===== src/rtl/core/bounded_list_store_assert.svh =====
// ============================================================================
// Assertion macros for the bounded list store
// Clocked on clk and disabled while rst_n is low.
// ============================================================================
`ifndef BOUNDED_LIST_STORE_ASSERT_SVH
`define BOUNDED_LIST_STORE_ASSERT_SVH

// Check a condition in the same cycle as its trigger
`define BLS_ASSERT_NOW(lbl, pre, post, msg) \
    lbl: assert property (@(posedge clk) disable iff (!rst_n) (pre) |-> (post)) \
        else $error(msg);

// Check a condition in the cycle after its trigger
`define BLS_ASSERT_NEXT(lbl, pre, post, msg) \
    lbl: assert property (@(posedge clk) disable iff (!rst_n) (pre) |=> (post)) \
        else $error(msg);

`endif


===== src/rtl/core/bls_pkg.sv =====
// ============================================================================
// bls_pkg
// Shared types, request codes and status codes of the bounded list store.
// ============================================================================
package bls_pkg;

    localparam int unsigned DEF_CAPACITY    = 64;
    localparam int unsigned DEF_VALUE_WIDTH = 32;

    typedef logic [2:0] cmd_t;
    typedef logic [1:0] status_t;

    localparam cmd_t CMD_SEARCH    = 3'd0;
    localparam cmd_t CMD_INS_FRONT = 3'd1;
    localparam cmd_t CMD_INS_BACK  = 3'd2;
    localparam cmd_t CMD_DEL_FRONT = 3'd3;
    localparam cmd_t CMD_DEL_BACK  = 3'd4;
    localparam cmd_t CMD_DEL_MATCH = 3'd5;
    localparam cmd_t CMD_SORT      = 3'd6;

    localparam status_t ST_OK        = 2'd0;
    localparam status_t ST_EMPTY     = 2'd1;
    localparam status_t ST_NOT_FOUND = 2'd2;
    localparam status_t ST_FULL      = 2'd3;

endpackage


===== src/rtl/core/bounded_list_store.sv =====
// ============================================================================
// bounded_list_store
// Ordered list of up to CAPACITY signed values kept front to back in one
// entry memory. Requests search, insert, delete or sort the list; each
// request returns one status and the new count.
// ============================================================================
//
//  channel   | handshake             | payload
//  ----------+-----------------------+-------------------------
//  request   | start / busy          | cmd, value
//  result    | done (one-cycle)      | status, count
//
//  Insert back, delete back, full, empty and unused codes finish without
//  walking the memory. Search walks the list front to back. Delete match
//  scans and shifts the tail down in the same walk. Through the single read
//  port, insert front and delete front shift the list entry by entry.
//  Sort is a bubble sort with early exit.
//  No clearing pass after reset; the count starts at zero. Results cannot be
//  stalled; busy stays high only while a request walks the memory.
// ============================================================================
module bounded_list_store #(
    parameter int unsigned CAPACITY    = bls_pkg::DEF_CAPACITY,
    parameter int unsigned VALUE_WIDTH = bls_pkg::DEF_VALUE_WIDTH
) (
    input  logic                clk,
    input  logic                rst_n,
    input  logic                start,
    output logic                busy,
    input  bls_pkg::cmd_t       cmd,
    input  logic signed [31:0]  value,
    output logic                done,
    output bls_pkg::status_t    status,
    output logic [6:0]          count
);

    import bls_pkg::*;

    localparam int unsigned AW = $clog2(CAPACITY);
    localparam int unsigned CW = $clog2(CAPACITY + 1);
    localparam logic [CW-1:0] CAP_C = CW'(CAPACITY);

    localparam logic [2:0] S_IDLE = 3'd0;
    localparam logic [2:0] S_SCAN = 3'd1;
    localparam logic [2:0] S_SHDN = 3'd2;
    localparam logic [2:0] S_SHUP = 3'd3;
    localparam logic [2:0] S_SORT = 3'd4;

    logic [2:0]                    state_reg,  state_next;
    logic [CW-1:0]                 cnt_reg,    cnt_next;
    logic [CW-1:0]                 idx_reg,    idx_next;
    logic [CW-1:0]                 lim_reg,    lim_next;
    logic                          pend_reg,   pend_next;
    logic                          swap_reg,   swap_next;
    logic                          done_reg,   done_next;
    status_t                       status_reg, status_next;
    cmd_t                          cmd_reg,    cmd_next;
    logic [VALUE_WIDTH-1:0]        val_reg,    val_next;
    logic signed [VALUE_WIDTH-1:0] carry_reg,  carry_next;

    logic                   ram_we;
    logic [AW-1:0]          ram_waddr;
    logic [VALUE_WIDTH-1:0] ram_wdata;
    logic [AW-1:0]          ram_raddr;
    logic [VALUE_WIDTH-1:0] ram_rdata;

    logic signed [63:0]     value_ext;
    logic [VALUE_WIDTH-1:0] v_in;
    logic [CW-1:0]          idx_m1;
    logic [CW-1:0]          idx_m2;
    logic [CW-1:0]          idx_p1;
    logic                   issue;
    logic                   hit;

    // Sign-extend the request value, then cut it to the stored width
    assign value_ext = 64'(value);
    assign v_in      = value_ext[VALUE_WIDTH-1:0];

    assign idx_m1 = idx_reg - CW'(1);
    assign idx_m2 = idx_reg - CW'(2);
    assign idx_p1 = idx_reg + CW'(1);
    assign hit    = pend_reg && (ram_rdata == val_reg);

    bls_ram #(
        .DEPTH (CAPACITY),
        .WIDTH (VALUE_WIDTH)
    ) u_ram (
        .clk   (clk),
        .we    (ram_we),
        .waddr (ram_waddr),
        .wdata (ram_wdata),
        .raddr (ram_raddr),
        .rdata (ram_rdata)
    );

    // Sequence each request through read, modify and write back
    always_comb
    begin
        state_next  = state_reg;
        cnt_next    = cnt_reg;
        idx_next    = idx_reg;
        lim_next    = lim_reg;
        pend_next   = pend_reg;
        swap_next   = swap_reg;
        done_next   = 1'b0;
        status_next = status_reg;
        cmd_next    = cmd_reg;
        val_next    = val_reg;
        carry_next  = carry_reg;
        ram_we      = 1'b0;
        ram_waddr   = '0;
        ram_wdata   = val_reg;
        ram_raddr   = idx_reg[AW-1:0];
        issue       = 1'b0;

        unique case (state_reg)
            S_IDLE:
            begin
                if (start)
                begin
                    val_next  = v_in;
                    cmd_next  = cmd;
                    pend_next = 1'b0;
                    swap_next = 1'b0;
                    unique case (cmd)
                        CMD_SEARCH, CMD_DEL_MATCH:
                        begin
                            if (cnt_reg == '0)
                            begin
                                done_next   = 1'b1;
                                status_next = ST_EMPTY;
                            end
                            else
                            begin
                                idx_next   = '0;
                                state_next = S_SCAN;
                            end
                        end
                        CMD_INS_FRONT:
                        begin
                            if (cnt_reg == CAP_C)
                            begin
                                done_next   = 1'b1;
                                status_next = ST_FULL;
                            end
                            else
                            begin
                                idx_next   = cnt_reg;
                                state_next = S_SHUP;
                            end
                        end
                        CMD_INS_BACK:
                        begin
                            done_next = 1'b1;
                            if (cnt_reg == CAP_C)
                            begin
                                status_next = ST_FULL;
                            end
                            else
                            begin
                                ram_we      = 1'b1;
                                ram_waddr   = cnt_reg[AW-1:0];
                                ram_wdata   = v_in;
                                cnt_next    = cnt_reg + CW'(1);
                                status_next = ST_OK;
                            end
                        end
                        CMD_DEL_FRONT:
                        begin
                            if (cnt_reg == '0)
                            begin
                                done_next   = 1'b1;
                                status_next = ST_EMPTY;
                            end
                            else
                            begin
                                idx_next   = CW'(1);
                                state_next = S_SHDN;
                            end
                        end
                        CMD_DEL_BACK:
                        begin
                            done_next = 1'b1;
                            if (cnt_reg == '0)
                            begin
                                status_next = ST_EMPTY;
                            end
                            else
                            begin
                                cnt_next    = cnt_reg - CW'(1);
                                status_next = ST_OK;
                            end
                        end
                        CMD_SORT:
                        begin
                            if (cnt_reg == '0)
                            begin
                                done_next   = 1'b1;
                                status_next = ST_EMPTY;
                            end
                            else if (cnt_reg == CW'(1))
                            begin
                                done_next   = 1'b1;
                                status_next = ST_OK;
                            end
                            else
                            begin
                                idx_next   = '0;
                                lim_next   = cnt_reg - CW'(1);
                                state_next = S_SORT;
                            end
                        end
                        default:
                        begin
                            done_next   = 1'b1;
                            status_next = ST_OK;
                        end
                    endcase
                end
            end

            // Walk front to back looking for the first equal entry
            S_SCAN:
            begin
                issue     = idx_reg < cnt_reg;
                pend_next = issue;
                if (issue)
                begin
                    idx_next = idx_p1;
                end
                if (hit)
                begin
                    if (cmd_reg == CMD_SEARCH)
                    begin
                        done_next   = 1'b1;
                        status_next = ST_OK;
                        state_next  = S_IDLE;
                    end
                    else
                    begin
                        state_next = S_SHDN;
                    end
                end
                else if (idx_reg == cnt_reg)
                begin
                    done_next   = 1'b1;
                    status_next = ST_NOT_FOUND;
                    state_next  = S_IDLE;
                end
            end

            // Move the tail down by one entry over the removed one
            S_SHDN:
            begin
                issue     = idx_reg < cnt_reg;
                pend_next = issue;
                if (issue)
                begin
                    idx_next = idx_p1;
                end
                if (pend_reg)
                begin
                    ram_we    = 1'b1;
                    ram_waddr = idx_m2[AW-1:0];
                    ram_wdata = ram_rdata;
                end
                if (idx_reg == cnt_reg)
                begin
                    cnt_next    = cnt_reg - CW'(1);
                    done_next   = 1'b1;
                    status_next = ST_OK;
                    state_next  = S_IDLE;
                end
            end

            // Move the list up by one entry, back to front, then place the head
            S_SHUP:
            begin
                ram_raddr = idx_m1[AW-1:0];
                issue     = idx_reg != '0;
                pend_next = issue;
                if (issue)
                begin
                    idx_next = idx_m1;
                end
                if (pend_reg)
                begin
                    ram_we    = 1'b1;
                    ram_waddr = idx_p1[AW-1:0];
                    ram_wdata = ram_rdata;
                end
                else if (!issue)
                begin
                    ram_we      = 1'b1;
                    ram_waddr   = '0;
                    ram_wdata   = val_reg;
                    cnt_next    = cnt_reg + CW'(1);
                    done_next   = 1'b1;
                    status_next = ST_OK;
                    state_next  = S_IDLE;
                end
            end

            // Bubble the largest entry of each pass up to the pass limit
            S_SORT:
            begin
                issue     = idx_reg <= lim_reg;
                pend_next = issue;
                if (issue)
                begin
                    idx_next = idx_p1;
                end
                if (pend_reg)
                begin
                    if (idx_m1 == '0)
                    begin
                        carry_next = $signed(ram_rdata);
                    end
                    else
                    begin
                        ram_we    = 1'b1;
                        ram_waddr = idx_m2[AW-1:0];
                        if (carry_reg > $signed(ram_rdata))
                        begin
                            ram_wdata = ram_rdata;
                            swap_next = 1'b1;
                        end
                        else
                        begin
                            ram_wdata  = carry_reg;
                            carry_next = $signed(ram_rdata);
                        end
                    end
                end
                else if (!issue)
                begin
                    ram_we    = 1'b1;
                    ram_waddr = lim_reg[AW-1:0];
                    ram_wdata = carry_reg;
                    if (!swap_reg || lim_reg == CW'(1))
                    begin
                        done_next   = 1'b1;
                        status_next = ST_OK;
                        state_next  = S_IDLE;
                    end
                    else
                    begin
                        lim_next  = lim_reg - CW'(1);
                        idx_next  = '0;
                        swap_next = 1'b0;
                    end
                end
            end

            default:
            begin
                state_next = S_IDLE;
            end
        endcase
    end

    // Hold control state
    always_ff @(posedge clk or negedge rst_n)
    begin
        if (!rst_n)
        begin
            state_reg  <= S_IDLE;
            cnt_reg    <= '0;
            idx_reg    <= '0;
            lim_reg    <= '0;
            pend_reg   <= 1'b0;
            swap_reg   <= 1'b0;
            done_reg   <= 1'b0;
            status_reg <= ST_OK;
            cmd_reg    <= CMD_SEARCH;
        end
        else
        begin
            state_reg  <= state_next;
            cnt_reg    <= cnt_next;
            idx_reg    <= idx_next;
            lim_reg    <= lim_next;
            pend_reg   <= pend_next;
            swap_reg   <= swap_next;
            done_reg   <= done_next;
            status_reg <= status_next;
            cmd_reg    <= cmd_next;
        end
    end

    // Hold request operand and sort carry
    always_ff @(posedge clk)
    begin
        val_reg   <= val_next;
        carry_reg <= carry_next;
    end

    assign busy   = state_reg != S_IDLE;
    assign done   = done_reg;
    assign status = status_reg;
    assign count  = 7'(cnt_reg);

    // Flag full and empty results for the checks below
    logic done_full;
    logic done_empty;

    assign done_full  = done_reg && (status_reg == ST_FULL);
    assign done_empty = done_reg && (status_reg == ST_EMPTY);

`include "bounded_list_store_assert.svh"

    `BLS_ASSERT_NOW(a_cnt_bound, 1'b1, cnt_reg <= CAP_C, "count above capacity")
    `BLS_ASSERT_NOW(a_done_idle, done_reg, state_reg == S_IDLE, "result while still walking")
    `BLS_ASSERT_NOW(a_full_count, done_full, cnt_reg == CAP_C, "full status below capacity")
    `BLS_ASSERT_NOW(a_empty_count, done_empty, cnt_reg == '0, "empty status with entries")
    `BLS_ASSERT_NEXT(a_accept_progress, start && !busy, busy || done_reg, "request not taken up")

endmodule


===== src/rtl/core/bls_ram.sv =====
// ============================================================================
// bls_ram
// Simple dual-port entry store: one write port, one read port, read data
// registered (old data on a same-address collision).
// ============================================================================
module bls_ram #(
    parameter int unsigned DEPTH = 64,
    parameter int unsigned WIDTH = 32
) (
    input  logic                     clk,
    input  logic                     we,
    input  logic [$clog2(DEPTH)-1:0] waddr,
    input  logic [WIDTH-1:0]         wdata,
    input  logic [$clog2(DEPTH)-1:0] raddr,
    output logic [WIDTH-1:0]         rdata
);

    logic [WIDTH-1:0] mem [DEPTH];

    // Write one entry and read one entry per cycle
    always_ff @(posedge clk)
    begin
        if (we)
        begin
            mem[waddr] <= wdata;
        end
        rdata <= mem[raddr];
    end

endmodule


===== config.mk =====
export PLATFORM = sky130hd
export DESIGN_NAME = bounded_list_store
export DESIGN_NICKNAME = d
export VERILOG_FILES = /design/src/rtl/core/bls_pkg.sv /design/src/rtl/core/bounded_list_store.sv /design/src/rtl/core/bls_ram.sv
export VERILOG_INCLUDE_DIRS = /design/src /design/src/rtl/core
export SDC_FILE = /design/constraint.sdc
export NUM_CORES = 2
export LEC_CHECK = 0
export BUFFER_PORTS_ARGS = -buffer_cell sky130_fd_sc_hd__buf_4
export CORE_ASPECT_RATIO = 1.4
export CORE_MARGIN = 5
export CORE_UTILIZATION = 55
export CTS_CLUSTER_DIAMETER = 80
export DETAILED_ROUTE_END_ITERATION = 12
export GPL_TIMING_DRIVEN = 1
export PLACE_DENSITY = 0.74
export RECOVER_POWER = 25
export SYNTH_ARGS = -nofsm -noshare
export SYNTH_HDL_FRONTEND = slang
export SYNTH_SLANG_ARGS = --single-unit

===== constraint.sdc =====
create_clock -name clk -period 7.5 [get_ports clk]
set_input_delay 1.875 -clock clk [delete_from_list [all_inputs] [get_ports clk]]
set_output_delay 1.875 -clock clk [all_outputs]
set_load 0.02 [all_outputs]

==> run metrics <==
dpl cell area=92500 um^2; Static Leak=31.5 nW; Resize count post-CTS=0; vias in the first global route=51900; largest family of logic cells by synthesized area=simple AND/OR/NAND/NOR gates; Net Count, Synth=5884; DR iter-0 viols=7333; hpwl dp=142000 um; number of nets in the layout=5917; Vias=53600; Final Hold Vio Count=0; P&R area growth vs syn=11.0%; Clock Skews=45.2 ps; first-pass GRT wire length=352000 um; Reg clk slew, reported paths=60 ps; worst path arrival time=6880 ps; max reg flops=2048; Post-route DRC=0; Simple-Gate Fraction of Synth Area=9.40%; power per cell area=459 nW/um^2; Final Setup Violations=0; EDFF count, synth=2112; met1 usage=37.3%; GR peak layer=met2; critical path class=reg -> reg; Tmin final=6510 ps; register area share after synthesis=73.5%; post-synthesis compound-gate area fraction=5.66%; Mapped Area=88300 um^2; initial core utilization=55.2%; FMAX=154 MHz; Hold Crit Class=reg -> reg; WP data required=7860 ps; synth warn=0; Pins Over Slew Limit=660; CTS buffer count=185; Adder-Cell Fraction of Synth Area=0.836%; max-cap check violation count=16; Root Driver=clkbuf_16; Synth Area per Inst=15.3 um^2; clock tree buffer depth=3; Synth Register Bits=2176; status=finished, violations left; # IOs=49; CP Capture Type=flop; Primary FF master, synth=edfxtp_1; grt total ovfl=0; crit path max fanout=64; Biggest register=u_ram.mem; Worst slew margin=-96.6%; port buffer count=48; RSZ-0062 raised after global routing=false; Fillers=11200; Async SR Flop Fraction=1.47%; XOR/XNOR share of the synthesized area=0.645%; Buf/Inv on CP=2; setup TNS=0 ps; Die Ht=484 um; GRT Total Usage=28.3%; failing checks=max-capacitance violations, max-slew violations; Clock Sinks=2176; final wirelength=243000 um; Die Wd=349 um; Final period util=86.9%; fin cells=8083; initial antenna violation count=14; Synth cell types=74; fraction of layout cells with a size suffix above 1=12.9%; Cell Chain, Critical Path=ha_1 -> a21o_1 -> a21oi_1 -> o211ai_1 -> nand2_1 -> clkbuf_1 -> mux2_2 -> o21ai_0 -> a221oi_4 -> clkbuf_2; final core occ=61.2%; crit-path max cell delay=2070 ps; slowest cell on the critical path=clkbuf_1; CTS tree=built; Least-Margin Pin Slew=2950 ps; cell family with most CP delay=buffers and inverters; fin area=98000 um^2; Hold-fix buffers, CTS=0; met2 usage=44.8%; routed len/inst=30.1 um; htree depth=4; largest net degree at the start of global routing=146; post-synthesis mux area share=7.94%; core area=160000 um^2; GR Util met3=5.52%; routability cong.=0.958; placed cell count=7745; num rows=174; drt pass-1 iters=6; Cells after Synth=5787; crit path launch type=flop; Final ANT Viol Nets=0; number of setup buffers added after CTS=0; Via density=6.63; Worst VDD drop=0.000420 V; worst-skew pair later-pin latency=840 ps; die area=169000 um^2
## cells in the final DEF (no fill, tap or decap), types with 19 or more instances in the layout
master,n
a32oi_1,161
clkbuf_1,88
clkinv_2,19
a21oi_1,64
a211o_1,29
nor2_4,66
xnor2_1,44
inv_1,91
nor2_1,47
mux2_2,28
mux4_2,192
buf_4,121
mux2i_1,237
o21ai_0,110
dfrtp_1,31
a311oi_1,32
nand2_1,1154
a221oi_4,30
o221ai_1,22
clkinv_1,54
ha_1,58
a31o_2,22
dfxtp_1,32
o22ai_1,35
buf_12,21
a31oi_1,77
nand4_1,184
nand3_1,345
clkbuf_16,188
edfxtp_1,2112
## worst paths after layout
check	from	to	slack, ps	cells after the start
setup / recovery	idx_reg[5]	u_ram.mem[15][28]	990	10
hold / removal	status[1]	status[1]	510	1
setup reg to reg	idx_reg[5]	u_ram.mem[15][28]	990	10
hold reg to reg	status[1]	status[1]	510	1
max in group asynchronous	rst_n	pend_reg	4760	1
min in group asynchronous	rst_n	state_reg[1]	1550	1
## layer usage
layer | part of all wire [%] | vias to the layer above | wire length [um]
met1 | 35 | 27000 | 85500
met2 | 48 | 3494 | 116000
met3 | 11 | 597 | 25600
li1 | - | 22500 | -
met4 | 6.8 | 6 | 16500
met5 | 0.016 | - | 38
## power by group
group	total, W	switching (W)	internal (W)
Combinational	0.0170	0.0127	0.00428
Clock	0.00930	0.00431	0.00499
Sequential	0.0187	0.000593	0.0181
## Yosys cell counts (29+ instances only)
cell type / n / area [um^2]
a221oi_1: 43 / 377
nand2_1: 1154 / 4330
edfxtp_1: 2112 / 63400
clkbuf_1: 265 / 995
buf_1: 42 / 158
a32oi_1: 161 / 1410
o22ai_1: 35 / 219
a21oi_1: 65 / 325
ha_1: 59 / 738
dfxtp_1: 32 / 641
a211o_1: 29 / 254
a31oi_1: 77 / 482
mux4_2: 192 / 4320
nand4_1: 184 / 1150
buf_2: 54 / 270
dfrtp_1: 32 / 801
nand3_1: 345 / 1730
xnor2_1: 47 / 412
a311oi_1: 32 / 280
mux2i_1: 237 / 2370
o21ai_0: 110 / 551
inv_1: 91 / 342
nor2_1: 114 / 428
## through the flow
stage | total power [W] | hold WS (ps) | worst slack (ps)
after global routing | 0.0463 | 523 | 830
final | 0.0449 | 506 | 986
after floorplan | 0.0279 | 465 | 393
after global placement | 0.0350 | 497 | 1910
after detailed placement | 0.0355 | 499 | 1750
after CTS | 0.0447 | 514 | 1960
## area by class of cell
| class | instances | area [um^2] | area share, % |
|---|---|---|---|
| Inverter | 92 | 345 | 0.353 |
| Sequential cell | 2176 | 64900 | 66.2 |
| Timing Repair Buffer | 210 | 1630 | 1.66 |
| Clock buffer | 231 | 4890 | 4.99 |
| Tap cell | 2112 | 2640 | 2.70 |
| Multi-Input combinational cell | 3155 | 22700 | 23.2 |
| Clock inverter | 105 | 881 | 0.899 |
| Antenna cell | 2 | 5.00 | 0.00511 |
## kinds of logic after synthesis
logic type      after synthesis
compound gates              679
xor+xnor                     65
fa+ha+maj                    59
buf+inv                     456
flops                      2176
mux                         457
simple gates               1895
Note: power is estimated with default switching activity, not from simulation.
